$ cat src/rtl/mavg_pkg.sv
// Package for the moving average filter: field widths, divider sizing and
// the sequencer state type. Has no dependencies.

package mavg_pkg;

    localparam int SAMPLE_W  = 16;
    localparam int SUM_W     = 24;
    localparam int WIN_W     = 8;
    localparam int QUOT_W    = 16;
    localparam int DIV_STEPS = QUOT_W;
    localparam int STEP_W    = $clog2(DIV_STEPS);

    typedef enum logic [1:0] {
        ST_IDLE,
        ST_UPDATE,
        ST_DIVIDE,
        ST_DONE
    } mavg_state_t;

endpackage

$ cat src/rtl/mavg_div.sv
// Iterative signed-by-unsigned divider for the moving average filter.
// Produces one quotient bit per cycle; depends on mavg_pkg.

module mavg_div
    import mavg_pkg::*;
(
    input  logic                     aclk,
    input  logic                     aresetn,
    input  logic                     start,
    input  logic signed [SUM_W-1:0] dividend,
    input  logic        [WIN_W-1:0] divisor,
    output logic                     done,
    output logic signed [QUOT_W-1:0] quotient
);

    logic              busy_reg, busy_next;
    logic              done_reg, done_next;
    logic [STEP_W-1:0] count_reg, count_next;
    logic              neg_reg, neg_next;
    logic [WIN_W-1:0]  rem_reg, rem_next;
    logic [QUOT_W-1:0] quot_reg, quot_next;

    logic [SUM_W-1:0]  magnitude;
    logic [WIN_W:0]    trial;
    logic [WIN_W:0]    diff;
    logic              fits;

    // The magnitude of a window mean fits in QUOT_W bits, so the upper
    // dividend bits are always below the divisor and seed the remainder.
    assign magnitude = dividend[SUM_W-1] ? SUM_W'(-dividend) : SUM_W'(dividend);
    assign trial     = {rem_reg, quot_reg[QUOT_W-1]};
    assign diff      = trial - {1'b0, divisor};
    assign fits      = (trial >= {1'b0, divisor});

    always_comb begin
        busy_next  = busy_reg;
        done_next  = 1'b0;
        count_next = count_reg;
        neg_next   = neg_reg;
        rem_next   = rem_reg;
        quot_next  = quot_reg;
        if (start) begin
            busy_next  = 1'b1;
            count_next = '0;
            neg_next   = dividend[SUM_W-1];
            rem_next   = magnitude[SUM_W-1 -: WIN_W];
            quot_next  = magnitude[QUOT_W-1:0];
        end else if (busy_reg) begin
            rem_next   = fits ? diff[WIN_W-1:0] : trial[WIN_W-1:0];
            quot_next  = {quot_reg[QUOT_W-2:0], fits};
            count_next = count_reg + 1'b1;
            if (count_reg == STEP_W'(DIV_STEPS - 1)) begin
                busy_next = 1'b0;
                done_next = 1'b1;
            end
        end
    end

    always_ff @(posedge aclk) begin
        if (!aresetn) begin
            busy_reg <= 1'b0;
            done_reg <= 1'b0;
        end else begin
            busy_reg <= busy_next;
            done_reg <= done_next;
        end
        count_reg <= count_next;
        neg_reg   <= neg_next;
        rem_reg   <= rem_next;
        quot_reg  <= quot_next;
    end

    assign done     = done_reg;
    assign quotient = neg_reg ? QUOT_W'(-quot_reg) : QUOT_W'(quot_reg);

endmodule

$ cat src/rtl/moving_average_filter.sv
// Moving average filter top level: ring store, running sum and sequencer.
// Depends on mavg_pkg and mavg_div.
//
// Usage:
// Samples enter on the s_ channel (s_valid, s_ready, s_sample) and each one
// yields exactly one item on the m_ channel (m_valid, m_ready, m_average),
// the mean of the last window_size samples truncated toward zero.
// The window is set through cfg_wr_en and cfg_wr_data while the block is idle.
// A write clears the window, so the output ramps up again from zero.
// A window of zero gives an average of zero and leaves the window untouched.
// Steps: an accepted item first passes ST_UPDATE, which updates the running
// sum and starts the divider; the divider resolves one quotient bit per cycle,
// the quotient is taken in ST_DIVIDE, and ST_DONE hands it to the output
// register. A window of zero goes straight to ST_DONE. One item is in work at
// a time, so a new sample is taken only once the last one has left ST_DONE.
// s_ready is high when the sequencer is idle and no window write is under
// way, so the next item may be taken while the previous result still waits
// in the output register.
// If the receiver stalls, the finished result waits in the sequencer until
// the output register is free; no item is dropped.
// Reset clears the window size, the ring index and the running sum. Stored
// samples are masked until the ring has wrapped once, so no clearing pass.

module moving_average_filter
    import mavg_pkg::*;
#(
    parameter int MAX_POINTS = 256
) (
    input  logic                      aclk,
    input  logic                      aresetn,
    input  logic                      cfg_wr_en,
    input  logic        [WIN_W-1:0]   cfg_wr_data,
    input  logic                      s_valid,
    output logic                      s_ready,
    input  logic signed [SAMPLE_W-1:0] s_sample,
    output logic                      m_valid,
    input  logic                      m_ready,
    output logic signed [QUOT_W-1:0]  m_average
);

    localparam int IDX_W = $clog2(MAX_POINTS);
    localparam int CMP_W = WIN_W + 1;
    localparam logic [CMP_W-1:0] MaxWin = CMP_W'(MAX_POINTS);

    mavg_state_t state_reg, state_next;

    logic [WIN_W-1:0]           window_reg, window_next;
    logic [IDX_W-1:0]           index_reg, index_next;
    logic                       wrapped_reg, wrapped_next;
    logic signed [SUM_W-1:0]    sum_reg, sum_next;
    logic signed [SAMPLE_W-1:0] sample_reg;
    logic signed [SAMPLE_W-1:0] rd_data_reg;
    logic signed [QUOT_W-1:0]   avg_reg, avg_next;
    logic                       m_valid_reg, m_valid_next;
    logic signed [QUOT_W-1:0]   m_average_reg, m_average_next;

    logic signed [SAMPLE_W-1:0] store_mem [MAX_POINTS];

    logic [WIN_W-1:0]        win_eff;
    logic [CMP_W-1:0]        index_inc;
    logic                    index_wrap;
    logic signed [SAMPLE_W-1:0] old_sample;
    logic                    accept;
    logic                    div_start;
    logic                    div_done;
    logic signed [QUOT_W-1:0] div_quot;

    assign win_eff    = ({1'b0, window_reg} > MaxWin) ? WIN_W'(MAX_POINTS) : window_reg;
    assign index_inc  = CMP_W'(index_reg) + CMP_W'(1);
    assign index_wrap = (index_inc >= {1'b0, win_eff});
    assign old_sample = wrapped_reg ? rd_data_reg : '0;
    assign accept     = s_valid && s_ready;
    assign s_ready    = (state_reg == ST_IDLE) && !cfg_wr_en;

    always_comb begin
        state_next     = state_reg;
        window_next    = window_reg;
        index_next     = index_reg;
        wrapped_next   = wrapped_reg;
        sum_next       = sum_reg;
        avg_next       = avg_reg;
        m_valid_next   = m_valid_reg;
        m_average_next = m_average_reg;
        div_start      = 1'b0;

        if (m_valid_reg && m_ready) begin
            m_valid_next = 1'b0;
        end

        unique case (state_reg)
            ST_IDLE: begin
                if (cfg_wr_en) begin
                    window_next  = cfg_wr_data;
                    index_next   = '0;
                    wrapped_next = 1'b0;
                    sum_next     = '0;
                end else if (accept) begin
                    if (win_eff == '0) begin
                        avg_next   = '0;
                        state_next = ST_DONE;
                    end else begin
                        state_next = ST_UPDATE;
                    end
                end
            end
            ST_UPDATE: begin
                sum_next   = sum_reg - SUM_W'(old_sample) + SUM_W'(sample_reg);
                index_next = index_wrap ? '0 : IDX_W'(index_inc);
                if (index_wrap) begin
                    wrapped_next = 1'b1;
                end
                div_start  = 1'b1;
                state_next = ST_DIVIDE;
            end
            ST_DIVIDE: begin
                if (div_done) begin
                    avg_next   = div_quot;
                    state_next = ST_DONE;
                end
            end
            ST_DONE: begin
                if (!m_valid_reg || m_ready) begin
                    m_valid_next   = 1'b1;
                    m_average_next = avg_reg;
                    state_next     = ST_IDLE;
                end
            end
            default: begin
                state_next = ST_IDLE;
            end
        endcase
    end

    always_ff @(posedge aclk) begin
        if (!aresetn) begin
            state_reg   <= ST_IDLE;
            window_reg  <= '0;
            index_reg   <= '0;
            wrapped_reg <= 1'b0;
            sum_reg     <= '0;
            m_valid_reg <= 1'b0;
        end else begin
            state_reg   <= state_next;
            window_reg  <= window_next;
            index_reg   <= index_next;
            wrapped_reg <= wrapped_next;
            sum_reg     <= sum_next;
            m_valid_reg <= m_valid_next;
        end
        avg_reg       <= avg_next;
        m_average_reg <= m_average_next;
    end

    always_ff @(posedge aclk) begin
        if (accept) begin
            sample_reg  <= s_sample;
            rd_data_reg <= store_mem[index_reg];
        end
        if (state_reg == ST_UPDATE) begin
            store_mem[index_reg] <= sample_reg;
        end
    end

    mavg_div u_div (
        .aclk     (aclk),
        .aresetn  (aresetn),
        .start    (div_start),
        .dividend (sum_next),
        .divisor  (win_eff),
        .done     (div_done),
        .quotient (div_quot)
    );

    assign m_valid   = m_valid_reg;
    assign m_average = m_average_reg;

endmodule

$ cat config.mk
export PLATFORM = sky130hd
export DESIGN_NAME = moving_average_filter
export DESIGN_NICKNAME = d
export VERILOG_FILES = /design/src/rtl/mavg_pkg.sv /design/src/rtl/mavg_div.sv /design/src/rtl/moving_average_filter.sv
export SDC_FILE = /design/constraint.sdc
export NUM_CORES = 2
export LEC_CHECK = 0
export BUFFER_PORTS_ARGS = -buffer_cell sky130_fd_sc_hd__buf_2
export CAP_MARGIN = 10
export CORE_ASPECT_RATIO = 1.75
export CORE_MARGIN = 1.5
export CORE_UTILIZATION = 55
export DETAILED_ROUTE_END_ITERATION = 8
export PLACE_DENSITY = 0.7
export SETUP_SLACK_MARGIN = 0.15
export SLEW_MARGIN = 20
export SYNTH_ARGS = -nofsm -noshare
export SYNTH_HDL_FRONTEND = slang
export SYNTH_HIERARCHICAL = 1
export SYNTH_SLANG_ARGS = --single-unit
export TNS_END_PERCENT = 20
$ cat constraint.sdc
create_clock -name aclk -period 23.7 [get_ports aclk]
set_clock_uncertainty 0.05 [all_clocks]
set_input_delay 0 -clock aclk [delete_from_list [all_inputs] [get_ports aclk]]
set_output_delay 0 -clock aclk [all_outputs]
set_load 0.005 [all_outputs]
==> impl_metrics.yaml <==
yosys:
  yosysTopAreaCellShare_pct: 76.1
  ys_top_cells_by_area: "edfxtp_1 (76%), mux4_2 (17%), nor2_1 (0.73%)"
  yosysWarnings: 6
  synthArstFlopShare_pct: 0
  synth-seq-cells: 4235
  synth.avg_cell_area_um2: 22.8
  syn_area_um2: 165000
  yosys.area.top_type: "edfxtp_1"
  ys_seq_area_share_pct: 76.7
  synth_cell_types: 73
  synth_edf_count: 4185
  dominantRegCellSynth: "edfxtp_1"
  netlist_instances: 7237
  syn-num-nets: 7341
die:
  design.core.area_um2: 299000
  initial_utilization_pct: 55.2
  die_height_um: 728
  io_pins: 47
  rows: 266
  chipWidth_um: 417
  dieArea_um2: 304000
routing:
  wl_um: 451000
  vias: 80200
  drt_iter0_drc: 10800
  drt-wirelength-per-cell_um: 37.8
  viasPerCell: 6.72
  route.detailed.drc: 0
  dr.pass1.iters: 8
  postRouteAntennaNets: 0
timing:
  setup_violations: 0
  finalHoldViolCount: 0
  period_share_pct: 29.9
  worst_slack_ns: 16.62
  grt_setup_unrepaired: "no"
  finalCriticalPeriod_ns: 7.08
  slew_violations: 0
  slew_headroom_pct: 4.11
  tightest_slew_ns: 1.44
  fmax_mhz: 141
  final.setup.tns_ns: 0
global_route:
  first_global_vias: 81100
  antenna_found_initial: 40
  grt_pass1_wl_um: 626000
  grt-ovfl-total: 0
  grt_usage_pct: 29.8
  grt_max_degree: 200
critical_path:
  worstPathArrival_ns: 7.66
  crit_path_cell_trace: "buf_12 -> buf_12 -> buf_4 -> mux4_2 -> mux2i_1 -> o32ai_1 -> nor4_1 -> nand3_1 -> a2111oi_0 -> nand4_1"
  reg2regPathDepth: 10
  critPathMaxFanout: 97
  cpPeakStageDelay_ns: 0.91
  rrSetupSlack_ns: 16.62
  slowest_stage: "a2111oi_0"
  path_class: "flop to flop"
  cp-startpoint: "index_reg[0]"
  crit_end: "rd_data_reg[15]"
  cp-end-kind: "flop"
  critPathLaunchType: "flop"
  path_common_cell: "buf_12"
  timing.rr.start: "index_reg[0]"
  r2r-end: "rd_data_reg[15]"
  cp.required_ns: 24.28
clock_tree:
  clk_pin_slew_ns: 0.07
  numCtsBuffers: 359
  postCtsSetupRepairBufs: 0
  clkLatencyLatePin_ns: 0.94
  cts_tree: "built"
  cts-root-buf: "clkbuf_16"
  post_cts_resized: 0
  holdBufCountCts: 70
  cts.sinks: 4235
  clock_path_buffers: 4
  h-tree-depth: 5
final_layout:
  nets: 7806
  fill_cells: 19700
  drive_gt1_share_pct: 30.5
  stdcell_area_um2: 185000
  final_cells: 11900
  area_growth_pct: 11.8
  largest_reg_flops: 4096
worst_hold_path:
  hold_class: "input port to flop"
  hp-start: "aresetn"
place:
  dp_slack_ns: 16.68
  io_buffer_count: 46
  placed_cells: 11200
  place_hpwl_um: 271000
  postPlaceCellArea_um2: 172000
  globalplace.congestion: 0.999
pwr:
  power.leakage_nw: 55.4
  ir_drop_mv: 0.0624
  powerDensity_nw_per_um2: 91.4
  power_mw: 16.9
status:
  outcome: "completed"
job:
  cap_violations: 0
==> stage by stage <==
step	hold slack, ns	util [%]
after CTS	0.101	61.6
after detailed placement	0.129	57.5
after global placement	0.127	57.4
after floorplan	0.0489	-
final	0.155	61.7
after global routing	0.171	61.7
==> report_power, final <==
part           internal (mW)  switching, mW  leakage [nW]
Combinational          0.985           1.41          11.8
Sequential              8.48         0.0705          38.0
Clock                   3.26           2.67          5.61
==> worst min-delay path by stage <==
stage                endpoint  slack, ns  cells after the start
6_report          sum_reg[20]       0.15                      3
5_1_grt           sum_reg[20]       0.17                      3
4_1_cts           sum_reg[20]       0.10                      3
3_5_place_dp   sample_reg[11]       0.13                      1
3_3_place_gp   sample_reg[15]       0.13                      1
2_1_floorplan   sample_reg[0]       0.05                      0
==> critical path, delay by kind of cell (launching register included) <==
| family | cells | cell delay, ns |
|---|---|---|
| AND/OR/NAND/NOR | 3 | 1.77 |
| multiplexers | 2 | 0.74 |
| buffers and inverters | 3 | 1.90 |
| flip-flops | 1 | 0.70 |
| AO/OA/AOI/OAI | 2 | 1.09 |
==> cell usage after synthesis (all sizes together), types with 30 or more instances <==
| library cell | number |
|---|---|
| a22oi | 53 |
| and2 | 59 |
| o22ai | 38 |
| nor2 | 323 |
| dfxtp | 50 |
| xor2 | 30 |
| ha | 51 |
| clkbuf | 176 |
| nand3 | 42 |
| inv | 121 |
| o21ai | 34 |
| nand2 | 122 |
| edfxtp | 4185 |
| mux4 | 1240 |
| a21oi | 72 |
| mux2i | 100 |
| nor3 | 32 |
| xnor2 | 39 |
| buf | 208 |
==> placed cells by master, fill, tap and decap left out, types with 42 or more instances in the layout <==
cell              n
a21oi_1          71
a22oi_1          49
and2_1           57
buf_2            46
buf_4           345
clkbuf_1         55
clkbuf_16       369
clkinv_1         65
clkinv_2         68
dfxtp_1          44
diode_2          72
dlygate4sd3_1    70
edfxtp_1       4185
ha_1             50
inv_1           121
mux2i_1          98
mux4_2         1240
nand2_1         103
nand3_1          42
nor2_1          137
nor2_2          143
nor2_4           43
==> kinds of logic (layout without fill, tap and decap cells) <==
family,Yosys count,after routing,synth area share (%)
XOR/XNOR,69,69,0.366
other,0,72,0
adder cells (fa/ha/maj),75,75,0.677
AND/OR/NAND/NOR,691,691,1.91
AO/OA/AOI/OAI,315,315,1.31
buffers and inverters,505,1247,1.45
multiplexers,1347,1347,17.6
flip-flops,4235,4235,76.7
==> layout make-up <==
type                    instances  area, µm²  share of cell area (%)
flip-flops and latches       4235     127000                    68.6
multi-input cells            2497      36900                    20.0
clock buffers                 425       9450                    5.12
well taps                    3886       4860                    2.63
repair buffers                488       4030                    2.18
clock inverters               213       2070                    1.12
inverters                     121        454                   0.246
diodes                         72        180                  0.0976
==> layer usage <==
layer | global-route usage (%) | up-vias | part of all wire [%]
li1 | - | 31500 | -
met1 | 35.0 | 42700 | 32
met2 | 48.8 | 4771 | 50
met3 | 6.13 | 1152 | 8.9
met4 | 22.2 | 20 | 8.8
met5 | 0.272 | - | 0.057
(Power assumes the default switching activity.)
